<file path="config.mk">
export PLATFORM = sky130hd
export DESIGN_NAME = bawh_ctrl
export DESIGN_NICKNAME = d
export VERILOG_FILES = /design/src/hdl/bawh_pkg.sv /design/src/hdl/bawh_ctrl.sv
export SDC_FILE = /design/constraint.sdc
export NUM_CORES = 1
export LEC_CHECK = 0
export ABC_AREA = 1
export BUFFER_PORTS_ARGS = -buffer_cell sky130_fd_sc_hd__buf_4
export CAP_MARGIN = 25
export CORE_ASPECT_RATIO = 0.5
export CORE_MARGIN = 2
export CORE_UTILIZATION = 30
export DETAILED_ROUTE_END_ITERATION = 7
export HOLD_SLACK_MARGIN = 0.08
export PLACE_DENSITY = 0.55
export SLEW_MARGIN = 20
export SYNTH_ARGS = -nofsm -noshare
export SYNTH_HDL_FRONTEND = slang
export SYNTH_SLANG_ARGS = --single-unit
</file>
<file path="constraint.sdc">
create_clock -name aclk -period 1.7 [get_ports aclk]
set_input_delay 0.425 -clock aclk [delete_from_list [all_inputs] [get_ports aclk]]
set_output_delay 0.425 -clock aclk [all_outputs]
set_load 0.02 [all_outputs]
</file>
<file path="src/hdl/bawh_pkg.sv">
// Shared definitions for the best-arm win histogram: sizes, register indexes,
// controller states and the command/status bundles between controller and datapath.
// No dependencies.
`default_nettype none

package bawh_pkg;

    // Block sizing
    localparam int NUM_WTP    = 4;
    localparam int MAX_ARMS   = 16;
    localparam int COUNT_BITS = 24;

    // Field widths
    localparam int WTP_W      = 24;
    localparam int EFFECT_W   = 32;
    localparam int COST_W     = 48;
    localparam int NB_W       = WTP_W + 1 + EFFECT_W;
    localparam int WIDX_W     = (NUM_WTP > 1) ? $clog2(NUM_WTP) : 1;
    localparam int AIDX_W     = $clog2(MAX_ARMS);
    localparam int NWTP_W     = $clog2(NUM_WTP + 1);
    localparam int NARM_W     = $clog2(MAX_ARMS + 1);
    localparam int CFG_IDX_W  = 3;
    localparam int CFG_DATA_W = 24;
    localparam int NUM_WTP_REG_W  = 3;
    localparam int NUM_ARMS_REG_W = 5;
    localparam int FRAC_W     = 16;
    localparam int PROP_W     = FRAC_W + 1;
    localparam int DIV_CNT_W  = $clog2(PROP_W + 1);
    localparam int ADDR_W     = WIDX_W + AIDX_W;
    localparam int MEM_DEPTH  = 2 ** ADDR_W;

    typedef logic        [WTP_W-1:0]          wtp_t;
    typedef logic signed [EFFECT_W-1:0]       effect_t;
    typedef logic signed [COST_W-1:0]         cost_t;
    typedef logic signed [NB_W-1:0]           nb_t;
    typedef logic        [WIDX_W-1:0]         widx_t;
    typedef logic        [AIDX_W-1:0]         aidx_t;
    typedef logic        [NWTP_W-1:0]         nwtp_t;
    typedef logic        [NARM_W-1:0]         narm_t;
    typedef logic        [COUNT_BITS-1:0]     cnt_t;
    typedef logic        [PROP_W-1:0]         prop_t;
    typedef logic        [ADDR_W-1:0]         addr_t;
    typedef logic        [CFG_IDX_W-1:0]      cfg_idx_t;
    typedef logic        [CFG_DATA_W-1:0]     cfg_data_t;
    typedef logic        [NUM_WTP_REG_W-1:0]  num_wtp_t;
    typedef logic        [NUM_ARMS_REG_W-1:0] num_arms_t;
    typedef logic        [DIV_CNT_W-1:0]      div_cnt_t;

    localparam cnt_t COUNT_MAX = {COUNT_BITS{1'b1}};

    // Configuration register indexes
    localparam cfg_idx_t CFG_WTP_0    = 3'd0;
    localparam cfg_idx_t CFG_WTP_1    = 3'd1;
    localparam cfg_idx_t CFG_WTP_2    = 3'd2;
    localparam cfg_idx_t CFG_WTP_3    = 3'd3;
    localparam cfg_idx_t CFG_NUM_WTP  = 3'd4;
    localparam cfg_idx_t CFG_NUM_ARMS = 3'd5;

    // Controller states
    typedef enum logic [3:0] {
        ST_IDLE,
        ST_MUL,
        ST_LAST,
        ST_WIN,
        ST_WIN_WB,
        ST_RPT_RD,
        ST_RPT_LD,
        ST_RPT_DIV,
        ST_RPT_OUT
    } state_t;

    // Controller to datapath
    typedef struct packed {
        logic  load;       // capture the input item
        logic  mul_en;     // multiply wtp[mul_w] by the effect
        widx_t mul_w;
        logic  sim_end;    // simulation complete: bump sim count, rewind arm
        logic  arm_adv;    // next arm of the same simulation
        logic  win_rd;     // read win count of (rd_w, best arm) for increment
        logic  rpt_rd;     // read win count of (rd_w, rd_a) for the report
        widx_t rd_w;
        aidx_t rd_a;
        logic  rd_last;    // this report entry is the final one
        logic  div_start;  // latch report fields and start the divider
        logic  rpt_done;   // clear win counts and sim count
    } dp_cmd_t;

    // Datapath to controller
    typedef struct packed {
        nwtp_t eff_nw;
        narm_t eff_arms;
        logic  sim_done;   // current item completes a simulation
        logic  final_sim;
        logic  div_busy;
    } dp_sts_t;

endpackage

`default_nettype wire

</file>
<file path="src/hdl/bawh_ctrl.sv">
// Controller: sequences multiplies per item, win count updates at the end of a
// simulation and the report loop. Depends on bawh_pkg.
`default_nettype none

module bawh_ctrl (
    input  wire logic              aclk,
    input  wire logic              aresetn,
    input  wire logic              s_valid,
    output logic                   s_ready,
    output logic                   m_valid,
    input  wire logic              m_ready,
    input  wire bawh_pkg::dp_sts_t sts,
    output bawh_pkg::dp_cmd_t      cmd
);

    bawh_pkg::state_t state_reg, state_next;
    bawh_pkg::widx_t  w_reg,     w_next;
    bawh_pkg::aidx_t  a_reg,     a_next;
    logic             last_w;
    logic             last_a;

    // State and loop counters
    always_ff @(posedge aclk) begin
        if (!aresetn) begin
            state_reg <= bawh_pkg::ST_IDLE;
            w_reg     <= '0;
            a_reg     <= '0;
        end else begin
            state_reg <= state_next;
            w_reg     <= w_next;
            a_reg     <= a_next;
        end
    end

    assign last_w = ((bawh_pkg::nwtp_t'(w_reg) + bawh_pkg::nwtp_t'(1)) == sts.eff_nw);
    assign last_a = ((bawh_pkg::narm_t'(a_reg) + bawh_pkg::narm_t'(1)) == sts.eff_arms);

    // Next state and commands
    always_comb begin
        state_next = state_reg;
        w_next     = w_reg;
        a_next     = a_reg;
        cmd        = '0;
        s_ready    = 1'b0;
        m_valid    = 1'b0;

        unique case (state_reg)
            bawh_pkg::ST_IDLE: begin
                s_ready = 1'b1;
                if (s_valid) begin
                    cmd.load   = 1'b1;
                    cmd.mul_en = 1'b1;
                    cmd.mul_w  = '0;
                    if (bawh_pkg::NUM_WTP > 1) begin
                        w_next     = bawh_pkg::widx_t'(1);
                        state_next = bawh_pkg::ST_MUL;
                    end else begin
                        state_next = bawh_pkg::ST_LAST;
                    end
                end
            end

            bawh_pkg::ST_MUL: begin
                cmd.mul_en = 1'b1;
                cmd.mul_w  = w_reg;
                if (w_reg == bawh_pkg::widx_t'(bawh_pkg::NUM_WTP - 1)) begin
                    state_next = bawh_pkg::ST_LAST;
                end else begin
                    w_next = w_reg + bawh_pkg::widx_t'(1);
                end
            end

            // Last compare; take the next item here unless the simulation ends
            bawh_pkg::ST_LAST: begin
                if (sts.sim_done) begin
                    cmd.sim_end = 1'b1;
                    w_next      = '0;
                    state_next  = bawh_pkg::ST_WIN;
                end else begin
                    cmd.arm_adv = 1'b1;
                    s_ready     = 1'b1;
                    if (s_valid) begin
                        cmd.load   = 1'b1;
                        cmd.mul_en = 1'b1;
                        cmd.mul_w  = '0;
                        if (bawh_pkg::NUM_WTP > 1) begin
                            w_next     = bawh_pkg::widx_t'(1);
                            state_next = bawh_pkg::ST_MUL;
                        end else begin
                            state_next = bawh_pkg::ST_LAST;
                        end
                    end else begin
                        state_next = bawh_pkg::ST_IDLE;
                    end
                end
            end

            bawh_pkg::ST_WIN: begin
                cmd.win_rd = 1'b1;
                cmd.rd_w   = w_reg;
                if (last_w) begin
                    state_next = bawh_pkg::ST_WIN_WB;
                end else begin
                    w_next = w_reg + bawh_pkg::widx_t'(1);
                end
            end

            // Drain the final write-back
            bawh_pkg::ST_WIN_WB: begin
                w_next = '0;
                a_next = '0;
                if (sts.final_sim) begin
                    state_next = bawh_pkg::ST_RPT_RD;
                end else begin
                    state_next = bawh_pkg::ST_IDLE;
                end
            end

            bawh_pkg::ST_RPT_RD: begin
                cmd.rpt_rd = 1'b1;
                cmd.rd_w   = w_reg;
                cmd.rd_a   = a_reg;
                state_next = bawh_pkg::ST_RPT_LD;
            end

            bawh_pkg::ST_RPT_LD: begin
                cmd.div_start = 1'b1;
                cmd.rd_w      = w_reg;
                cmd.rd_a      = a_reg;
                cmd.rd_last   = last_w && last_a;
                state_next    = bawh_pkg::ST_RPT_DIV;
            end

            bawh_pkg::ST_RPT_DIV: begin
                if (!sts.div_busy) begin
                    state_next = bawh_pkg::ST_RPT_OUT;
                end
            end

            // Hold the result until the transfer, then advance arm-minor
            bawh_pkg::ST_RPT_OUT: begin
                m_valid = 1'b1;
                if (m_ready) begin
                    if (last_w && last_a) begin
                        cmd.rpt_done = 1'b1;
                        w_next       = '0;
                        a_next       = '0;
                        state_next   = bawh_pkg::ST_IDLE;
                    end else if (last_a) begin
                        a_next     = '0;
                        w_next     = w_reg + bawh_pkg::widx_t'(1);
                        state_next = bawh_pkg::ST_RPT_RD;
                    end else begin
                        a_next     = a_reg + bawh_pkg::aidx_t'(1);
                        state_next = bawh_pkg::ST_RPT_RD;
                    end
                end
            end

            default: begin
                state_next = bawh_pkg::ST_IDLE;
            end
        endcase
    end

endmodule

`default_nettype wire

</file>
# [Word-level counts from Yosys, hierarchy flattened]
# Cells that the tools add are included.
[word_totals] register_bits=10 inputBits=15 word_cells=74
[op_classes] add_sub_neg=4 reduce_logical=9 muxes=39 n_eq_ne=19
[op_table] op="4-bit two-way mux" n=12
[op_table] op="4-bit one-hot mux with 9 select lines" n=1
[op_table] op="2-bit two-way mux" n=10
[op_table] op="4-bit by 3-bit equality test with 1-bit output (second input constant)" n=4
[op_table] op="2-bit inequality test (second input constant)" n=7
[op_table] op="2-bit one-hot mux with 6 select lines" n=1
[op_table] op="5-bit AND reduction" n=2
[op_table] op="1-bit two-way mux" n=9
[op_table] op="3-bit one-hot mux with 3 select lines" n=1
[op_table] op="4-bit by 2-bit equality test with 1-bit output (second input constant)" n=2
[op_table] op="4-bit one-hot mux with 2 select lines" n=1
[op_table] op="3-bit two-way mux" n=2
[op_table] op="6-bit nonzero test" n=1
[op_table] op="4-bit by 1-bit adder with 5-bit output (second input constant)" n=1
[op_table] op="5-bit equality test" n=1
[op_table] op="4-bit by 1-bit adder with 4-bit output (second input constant)" n=1
[op_table] op="4-bit by 1-bit equality test with 1-bit output (second input constant)" n=1
[op_table] op="4-bit equality test (second input constant)" n=1
[op_table] op="4-bit logical NOT" n=1
[op_table] op="1-bit one-hot mux with 2 select lines" n=2
[op_table] op="2-bit by 1-bit adder with 3-bit output (second input constant)" n=1
[op_table] op="3-bit equality test" n=1
[op_table] op="3-bit inequality test (second input constant)" n=1
[op_table] op="3-bit OR reduction" n=1
[op_table] op="6 further kinds" n=6

# [Longest topological paths before layout]
# Gate-level depths: netlist of the first run.
[depth] word_depth=6 depth_mapped=12 mapped_depth_nobuf=12

# [Worst setup path before layout of the first run]
# OpenSTA, ideal clock, no wires.
[synth_timing] path_kind="reg2out" startpoint="register w_reg[0]" endpoint="output port cmd[0] in the netlist's numbering" stages_incl_launch_ff=8 arrival_ps=1492 t_required_ps=1275 setup_slack_ps=-217 n_path_buf=0 cell_sequence="dfxtp_1 > ha_1 > or2_2 > nand2_1 > nand3_1 > inv_1 > nand3_1 > nor2_1"
[synth_rtl] item="from (decl)" line_no="bawh_ctrl.sv:17" source="bawh_pkg::widx_t w_reg, w_next;"
[synth_rtl] item="from (signal assigned)" line_no="bawh_ctrl.sv:30" source="w_reg <= w_next;"
[synth_rtl] item="to (decl)" line_no="bawh_ctrl.sv:13" source="output bawh_pkg::dp_cmd_t cmd"

==> results of run 1 <==
-- worst reg2reg max path, delay by kind of cell (launching register included) --
family                     cells  cell delay, ns
adders and majority gates      1            0.28
DFF                            1            0.33
and+or+nand+nor                6            0.62
AOI/OAI and AO/OA              1            0.05
buffers and inverters          1            0.17
xor gates and xnor gates       1            0.11
-- cell usage in the layout (no fill, tap or decap), types with 3 or more instances in the layout --
cell and instances:
buf_4 46, clkbuf_8 4, nor2_4 16, nand2_1 38
inv_2 12, nor2_1 8, nand2_2 12, nand3_1 11
o21ai_0 3, dfxtp_4 3, inv_1 13, nand4_1 4
a21oi_1 10, nand3_2 5, nand2_4 5, buf_6 20
dfxtp_2 6
-- layout make-up --
cell class / count / area (um^2) / area share (%)
multi-input combinational: 133 / 907 / 47.4
timing repair buffer: 66 / 571 / 29.8
sequential: 10 / 219 / 11.5
inverter: 28 / 110 / 5.76
clock buffer: 4 / 55.1 / 2.88
tap: 40 / 50.0 / 2.62
-- per-stage QoR --
| step | utilization [%] | setup TNS [ns] | instances | total power, mW |
|---|---|---|---|---|
| floorplan | - | 0 | 173 | 0.787 |
| finish | 63.1 | -1.35 | 281 | 1.70 |
| detailed placement | 46.8 | -0.462 | 258 | 1.05 |
| global route | 63.1 | -2.51 | 281 | 1.80 |
| CTS | 55.6 | -1.29 | 271 | 1.50 |
| global placement | 46.8 | -0.478 | 258 | 1.06 |
-- cells by family after synthesis --
group / count (synthesis) / share of synthesized area, %
AND/OR/NAND/NOR: 110 / 51.2
adder cells (fa/ha/maj): 2 / 2.60
flip-flops: 10 / 20.8
AO/OA/AOI/OAI: 17 / 9.61
buffers and inverters: 30 / 12.2
XOR/XNOR: 4 / 3.64
-- cells in the mapped netlist, types with 2 or more instances --
master / count / area [um^2]
nand2_2: 2 / 12.5
nand2_1: 53 / 199
nand3_1: 18 / 90.1
dfxtp_1: 10 / 200
nor3_1: 3 / 15.0
nor2_1: 19 / 71.3
inv_2: 7 / 26.3
o21ai_0: 3 / 15.0
inv_1: 20 / 75.1
nand3b_1: 2 / 15.0
xnor2_1: 2 / 17.5
nor2_2: 4 / 25.0
or2_1: 2 / 12.5
xor2_1: 2 / 17.5
ha_1: 2 / 25.0
a21oi_1: 10 / 50.1
nand4_1: 4 / 25.0
-- power by group through the flow --
stage                     Clock, mW  Combinational, mW  Sequential (mW)
after floorplan                   0              0.467            0.320
after global placement            0              0.746            0.319
after detailed placement          0              0.737            0.316
after CTS                     0.310              0.869            0.319
after global routing          0.327               1.13            0.343
final                         0.299               1.06            0.340
-- worst min path at each step --
stage	endpoint	slack (ns)	cells past startpoint
finish	w_reg[1]	0.45	3
CTS	w_reg[1]	0.44	3
global placement	a_reg[3]	0.53	2
floorplan	a_reg[1]	0.49	2
detailed placement	a_reg[3]	0.53	2
global route	w_reg[1]	0.45	3
-- layer usage --
metal / GRT usage [%] / vias to the layer above / wire length (um)
met5: 0 / - / 0
met4: 3.87 / 0 / 48
met3: 3.92 / 10 / 265
met2: 32.2 / 53 / 1710
met1: 22.3 / 601 / 1460
li1: - / 686 / -
-- repair_timing --
action	CTS	global route
hold buffers	0	0
gates resized for setup	44	44
endpoints found under the setup margin	19	26
pin swaps	14	17
buffers inserted	9	10
==> flow_metrics.tcl, run 1 <==
set metrics [dict create \
    routed_via_density 4.80 \
    switching_share_pct 44.4 \
    powerDensity_mw_per_mm2 890 \
    cp_data_arrival_time_ns 1.58 \
    pre_cts_ws_ns -0.156 \
    ys_types 27 \
    synth_ff_type "dfxtp_1" \
    die-width_um 84.1 \
    core_area_mm2 0.00303 \
    finalSetupViolations 12 \
    cts-root-buf "clkbuf_8" \
    pwr-share-comb_pct 62.4 \
    grt_overflow 0 \
    cts_tree "built" \
    p_sw_uw 756 \
    yosysWarnings 0 \
    crit_family "simple AND/OR/NAND/NOR gates" \
    cts_max_level 1 \
    portBuffers 33 \
    worstPathMaxFanout 3 \
    clk_path_buf_depth 2 \
    area_delta_synth_final_pct 98.4 \
    cp_slowest_cell "dfxtp_2" \
    finalCritPeriodShare_pct 118 \
    cts.clk_slew.worst_paths_ns 0.05 \
    placed_area_mm2 0.00142 \
    route.detailed.drc 0 \
    netlist_area_um2 963 \
    design_area_mm2 0.00191 \
    dieArea_mm2 0.00371 \
    status "complete, but fails checks" \
    clk_latency_ns 0.23 \
    drt_pass1_iterations 4 \
    num_antenna_cells 0 \
    setup.worst_path.end "cmd[0]" \
    p_clk_share_pct 17.6 \
    syn_inst 173 \
    finalClockSkew_ns 0.00111 \
    avgRoutedWirePerCell_um 12.4 \
    min_period_ns 2.01 \
    cp.required_ns 1.27 \
    slowest_delay_ns 0.33 \
    fillers 273 \
    ant_nets 0 \
    drv_slew 0 \
    wl_um 3480 \
    crit_type "reg -> out" \
    cts_inserted_buffers 3 \
    pwr-share-seq_pct 20.0 \
    drive_gt1_share_pct 58.1 \
    ir_drop_v 0.000660 \
    avgSynthCellArea_um2 5.57 \
    rr_worst_depth 10 \
    tightest_slew_ns 0.351 \
    path_depth 7 \
    violations "setup timing" \
    hold_ws_ns 0.445 \
    grt_pass1_wl_um 5130 \
    hpwl_um 2310 \
    first_global_vias 1200 \
    row_count 14 \
    synth_edf_count 0 \
    cp-startpoint "a_reg[1]" \
    maxCapViolCount 0 \
    place_congestion 0.858 \
    max_freq_mhz 498 \
    reg2reg_from "a_reg[1]" \
    die_h_um 44.1 \
    rsz0062_at_grt "true" \
    clkSinkCount 10 \
    path_cells "ha_4, xnor2_2, nand3_2, nor2_4, nand3_4, nor2_4, buf_6" \
    max_slew_margin_pct 76.5 \
    hold_class "in -> reg" \
    end_kind "output pin" \
    setup_ws_ns -0.309 \
    critPathLaunchType "register" \
    r2r_setup_slack_ns 0.03 \
    grt_max_degree 10 \
    grtUsageTotal_pct 17.8 \
    synthArstFlopShare_pct 0 \
    hold_violations 0 \
    internal_power_uw 946 \
    hp-start "aresetn" \
    reg2reg_to "w_reg[0]" \
    initial_core_util_pct 31.8 \
    io_pins 34 \
    cp_num_buf_inv 1 \
    drt_iter0_drc 88 \
    critPathMostFrequentCell "nor2_4" \
    power.leakage_nw 0.887 \
    syn_nets 190 \
    antenna_found_initial 0 \
    synth_seq_cells 10 \
    synth_sequential_area_ratio_pct 20.8 \
    finalNetCount 259 \
    vias 1350 \
]
Note: power is estimated with default switching activity, not from simulation.
==> inputs of run 2 (changes only) <==
--- a/config.mk
+++ b/config.mk
@@ -7,14 +7,15 @@
 export LEC_CHECK = 0
 export ABC_AREA = 1
 export BUFFER_PORTS_ARGS = -buffer_cell sky130_fd_sc_hd__buf_4
-export CAP_MARGIN = 25
+export CAP_MARGIN = 10
 export CORE_ASPECT_RATIO = 0.5
 export CORE_MARGIN = 2
 export CORE_UTILIZATION = 30
 export DETAILED_ROUTE_END_ITERATION = 7
 export HOLD_SLACK_MARGIN = 0.08
 export PLACE_DENSITY = 0.55
-export SLEW_MARGIN = 20
+export RECOVER_POWER = 25
+export SLEW_MARGIN = 30
 export SYNTH_ARGS = -nofsm -noshare
 export SYNTH_HDL_FRONTEND = slang
 export SYNTH_SLANG_ARGS = --single-unit
==> run 2 against run 1 <==
  * The flow still finishes with violations (setup timing)
  * Utilization fell by 0.37 points
  * Cell count did not move
  * Total power fell by 1.1%
  * Wire length fell by 0.20%
  * Setup slack got worse by 0.0041 ns
  * Clock skew barely moved
  * Critical path depth did not move
  * Design area fell by 0.59%
  * Sequential share of layout area rose by 0.068 points
  * Via count rose by 0.15%
  * Largest power group unchanged
==> flow_metrics.tcl, run 2 (synthesis results as in run 1) <==
set metrics [dict create \
    fillers 275 \
    p_sw_uw 744 \
    internal_power_uw 940 \
    wl_um 3470 \
    routed_via_density 4.81 \
    total_power_mw 1.68 \
    grt_overflow 0 \
    grt_max_degree 10 \
    max_slew_margin_pct 79.0 \
    final_cell_mix "46 x buf_4, 38 x nand2_1, 20 x buf_6" \
    core_area_mm2 0.00303 \
    drt-met1-wl_um 1480 \
    setup_ws_ns -0.313 \
    portBuffers 33 \
    ant_nets 0 \
    drv_slew 0 \
    first_global_vias 1200 \
    critPathLaunchType "register" \
    die-width_um 84.1 \
    area_delta_synth_final_pct 97.3 \
    end_kind "output pin" \
    placed_area_mm2 0.00142 \
    finalSetupViolations 13 \
    top_layer "met4" \
    clkSinkCount 10 \
    route.detailed.drc 0 \
    die_h_um 44.1 \
    cts-root-buf "clkbuf_8" \
    violations "setup timing" \
    drt_pass1_iterations 4 \
    grtUsageTotal_pct 17.8 \
    powerDensity_mw_per_mm2 886 \
    clk_path_buf_depth 2 \
    num_antenna_cells 0 \
    initial_core_util_pct 31.8 \
    antenna_found_initial 0 \
    mostFrequentLayoutCell "buf_4" \
    avgRoutedWirePerCell_um 12.4 \
    status "complete, but fails checks" \
    finalClockSkew_ns 0.00120 \
    hold_violations 0 \
    cp.required_ns 1.27 \
    pwr-share-comb_pct 62.4 \
    grt_pass1_wl_um 5130 \
    worstPathMaxFanout 3 \
    maxCapViolCount 0 \
    cts.clk_slew.worst_paths_ns 0.05 \
    rsz0062_at_grt "true" \
    cts_max_level 1 \
    cts_inserted_buffers 3 \
    min_period_ns 2.01 \
    pre_cts_ws_ns -0.156 \
    design_area_mm2 0.00190 \
    hold_class "in -> reg" \
    fin_tns_setup_ns -1.45 \
    drive_gt1_share_pct 58.1 \
    switching_share_pct 44.2 \
    max_freq_mhz 497 \
    cts_tree "built" \
    hpwl_um 2310 \
    ir_drop_v 0.000660 \
    cp_data_arrival_time_ns 1.59 \
    io_pins 34 \
    met3_length_um 253 \
    tightest_slew_ns 0.313 \
    drt_iter0_drc 89 \
    dr_wl_met2_um 1700 \
    p_clk_share_pct 17.8 \
    vias 1352 \
    crit_type "reg -> out" \
    hold_buffers 0 \
    row_count 14 \
    finalNetCount 259 \
    pwr-share-seq_pct 19.8 \
    clk_latency_ns 0.23 \
    place_congestion 0.858 \
    dieArea_mm2 0.00371 \
    finalCritPeriodShare_pct 118 \
    power.leakage_nw 0.885 \
]
-- run 2: cell counts in the layout (fill, tap and decap cells not counted) --
No cell type changed its count.
-- run 2: critical path: stages, from the launching register on --
cell	delay (ns)
dfxtp_2	0.33
ha_4	0.28
xnor2_2	0.11
nand3_2	0.12
nor2_4	0.14
nand3_4	0.14
nor2_4	0.13
buf_6	0.12
-- run 2: final timing paths --
kind                            cells past startpoint      endpoint  slack (ns)         start
worst max-delay path                                7        cmd[0]       -0.31      a_reg[1]
worst min-delay path                                3      w_reg[1]        0.44       aresetn
worst max register to register                     10  state_reg[1]       -0.03  state_reg[1]
worst min register to register                      2      a_reg[3]        0.54      a_reg[3]
-- run 2: area by class of cell --
class / count / area [um^2] / area share [%]
Tap cell: 40 / 50.0 / 2.63
Clock buffer: 4 / 55.1 / 2.90
Multi-Input combinational cell: 133 / 896 / 47.1
Sequential cell: 10 / 219 / 11.5
Inverter: 28 / 110 / 5.79
Timing Repair Buffer: 66 / 571 / 30.0
-- run 2: what timing repair did --
item,4_1_cts,5_1_grt
endpoints found under the setup margin,19,26
setup buffers,9,10
cloned,0,0
gates resized for setup,44,44
pin swaps,14,17
-- run 2: metrics by stage --
stage          hold WS (ns)  util, %  cells
4_1_cts               0.444     55.6    271
2_1_floorplan         0.489        -    173
6_report              0.445     62.7    281
3_5_place_dp          0.529     46.8    258
5_1_grt               0.449     62.7    281
3_3_place_gp          0.526     46.8    258
-- run 2: metal layers --
metal | vias to the layer above | global-route usage (%)
met4 | 0 | 3.87
met2 | 56 | 32.2
met1 | 603 | 22.3
li1 | 686 | -
met5 | - | 0
met3 | 7 | 3.92
-- run 2: power groups by stage --
stage,clock network (mW),logic (mW),registers [mW]
final,0.299,1.05,0.334
after global routing,0.327,1.12,0.337
after CTS,0.310,0.869,0.319
after detailed placement,0,0.737,0.316
after global placement,0,0.746,0.319
after floorplan,0,0.467,0.320
==> inputs of run 3 (changes only) <==
--- a/config.mk
+++ b/config.mk
@@ -13,7 +13,7 @@
 export CORE_UTILIZATION = 30
 export DETAILED_ROUTE_END_ITERATION = 7
 export HOLD_SLACK_MARGIN = 0.08
-export PLACE_DENSITY = 0.55
+export PLACE_DENSITY_LB_ADDON = 0.25
 export RECOVER_POWER = 25
 export SLEW_MARGIN = 30
 export SYNTH_ARGS = -nofsm -noshare
==> run 3 against run 2 <==
  * The run still ends with setup timing left
  * Via count fell by 1.6%
  * Total power is 0.57% higher
  * Utilization fell by 1.2 points
==> flow_metrics.tcl, run 3 (synthesis results as in run 1) <==
set metrics [dict create \
    status "complete, but fails checks" \
    violations "setup timing" \
    end_kind "output pin" \
    avgRoutedWirePerCell_um 12.5 \
    setup_ws_ns -0.320 \
    cts_tree "built" \
    clk_latency_ns 0.24 \
    tightest_slew_ns 0.299 \
    power.leakage_nw 0.864 \
    antenna_found_initial 0 \
    total_power_mw 1.69 \
    clkSinkCount 10 \
    drv_slew 0 \
    grt_overflow 0 \
    finalSetupViolations 15 \
    grtUsageTotal_pct 17.2 \
    fillers 277 \
    critPathLaunchType "register" \
    fin_tns_setup_ns -1.86 \
    finalClockSkew_ns 0.00814 \
    maxCapViolCount 0 \
    portBuffers 33 \
    clk_path_buf_depth 2 \
    finalCritPeriodShare_pct 119 \
    powerDensity_mw_per_mm2 908 \
    grt_pass1_wl_um 5040 \
    min_period_ns 2.02 \
    cts_max_level 1 \
    row_count 14 \
    crit_type "reg -> out" \
    wl_um 3410 \
    drt_iter0_drc 60 \
    route.detailed.drc 0 \
    hold_class "in -> reg" \
    cts-root-buf "clkbuf_8" \
    slowest_delay_ns 0.33 \
    grt_max_degree 10 \
    cts.clk_slew.worst_paths_ns 0.05 \
    cts_inserted_buffers 3 \
    r2r_setup_slack_ns -0.10 \
    drt_pass1_iterations 4 \
    mostFrequentLayoutCell "nand2_1" \
    routed_via_density 4.88 \
    rsz0062_at_grt "true" \
    critPathMostFrequentCell "nor2_4" \
    die_h_um 44.1 \
    path_cells "ha_4, xnor2_2, nand3_1, nor2_4, nand3_4, nor2_4, buf_6" \
    place_congestion 0.865 \
    finalNetCount 251 \
    drive_gt1_share_pct 55.8 \
    final_cell_mix "40 x nand2_1, 38 x buf_4, 19 x buf_6" \
    initial_core_util_pct 31.8 \
    die-width_um 84.1 \
    area_delta_synth_final_pct 93.6 \
    num_antenna_cells 0 \
    worstPathMaxFanout 3 \
    cp.required_ns 1.27 \
    hpwl_um 2420 \
    max_slew_margin_pct 79.9 \
    cp_data_arrival_time_ns 1.59 \
    ir_drop_v 0.000602 \
    first_global_vias 1169 \
    hold_violations 0 \
    ant_nets 0 \
    dieArea_mm2 0.00371 \
    cp_slowest_cell "dfxtp_2" \
    hold_buffers 0 \
    io_pins 34 \
    core_area_mm2 0.00303 \
    max_freq_mhz 495 \
    vias 1331 \
]
run 3: cell count changes in the layout (fill, tap and decap cells not counted):
cell / before / now
buf_4: 46 / 38
nand2_2: 12 / 9
nand2_1: 38 / 40
nor2_2: 1 / 3
nor2_4: 15 / 13
nor3_2: 2 / 0
nor3_4: 0 / 2
buf_12: 0 / 1
buf_6: 20 / 19
inv_2: 12 / 11
inv_6: 0 / 1
nand2_8: 0 / 1
run 3: worst paths after layout:
| kind | from | endpoint | depth (start not counted) |
|---|---|---|---|
| min | aresetn | w_reg[1] | 3 |
| max | a_reg[1] | cmd[2] | 7 |
| min reg2reg | a_reg[3] | a_reg[3] | 2 |
| max reg2reg | a_reg[1] | w_reg[1] | 11 |
run 3: metal layers:
metal / wire length [um] / global-route usage, % / up-vias
met5: 0 / 0 / -
met4: 77 / 10.0 / 0
met1: 1470 / 22.5 / 609
met3: 215 / 2.99 / 8
li1: - / - / 669
met2: 1650 / 27.6 / 45
run 3: final cells by class:
type / instances / area (um^2) / area share (%)
Tap cell: 40 / 50.0 / 2.68
Clock buffer: 4 / 55.1 / 2.95
Timing Repair Buffer: 58 / 519 / 27.8
Multi-Input combinational cell: 133 / 907 / 48.6
Sequential cell: 10 / 219 / 11.7
Inverter: 28 / 115 / 6.17
run 3: report_power, final:
part / switching (mW) / internal, mW
sequential: 0.0567 / 0.279
combinational: 0.601 / 0.455
clock: 0.0977 / 0.204
run 3: what timing repair did:
item                       CTS  global route
setup endpoints to repair   21            26
gates resized for setup     41            47
setup buffers                3            10
pin swaps                   11            12
run 3: metrics by stage:
step / setup WS (ns) / util (%) / area, um^2 / instances / hold slack [ns]
2_1_floorplan: 0.00528 / - / 1030 / 173 / 0.489
3_3_place_gp: -0.140 / 46.5 / 1410 / 257 / 0.522
3_5_place_dp: -0.163 / 46.5 / 1410 / 257 / 0.525
4_1_cts: -0.339 / 53.4 / 1620 / 264 / 0.455
5_1_grt: -0.388 / 61.6 / 1870 / 273 / 0.470
6_report: -0.320 / 61.6 / 1870 / 273 / 0.453
run 3: worst max-delay path: cells and delay by family, from the launching register on:
family                     cells  cell delay (ns)
and+or+nand+nor                4             0.54
DFF                            1             0.33
xor gates and xnor gates       1             0.10
buffers and inverters          1             0.11
adders and majority gates      1             0.27
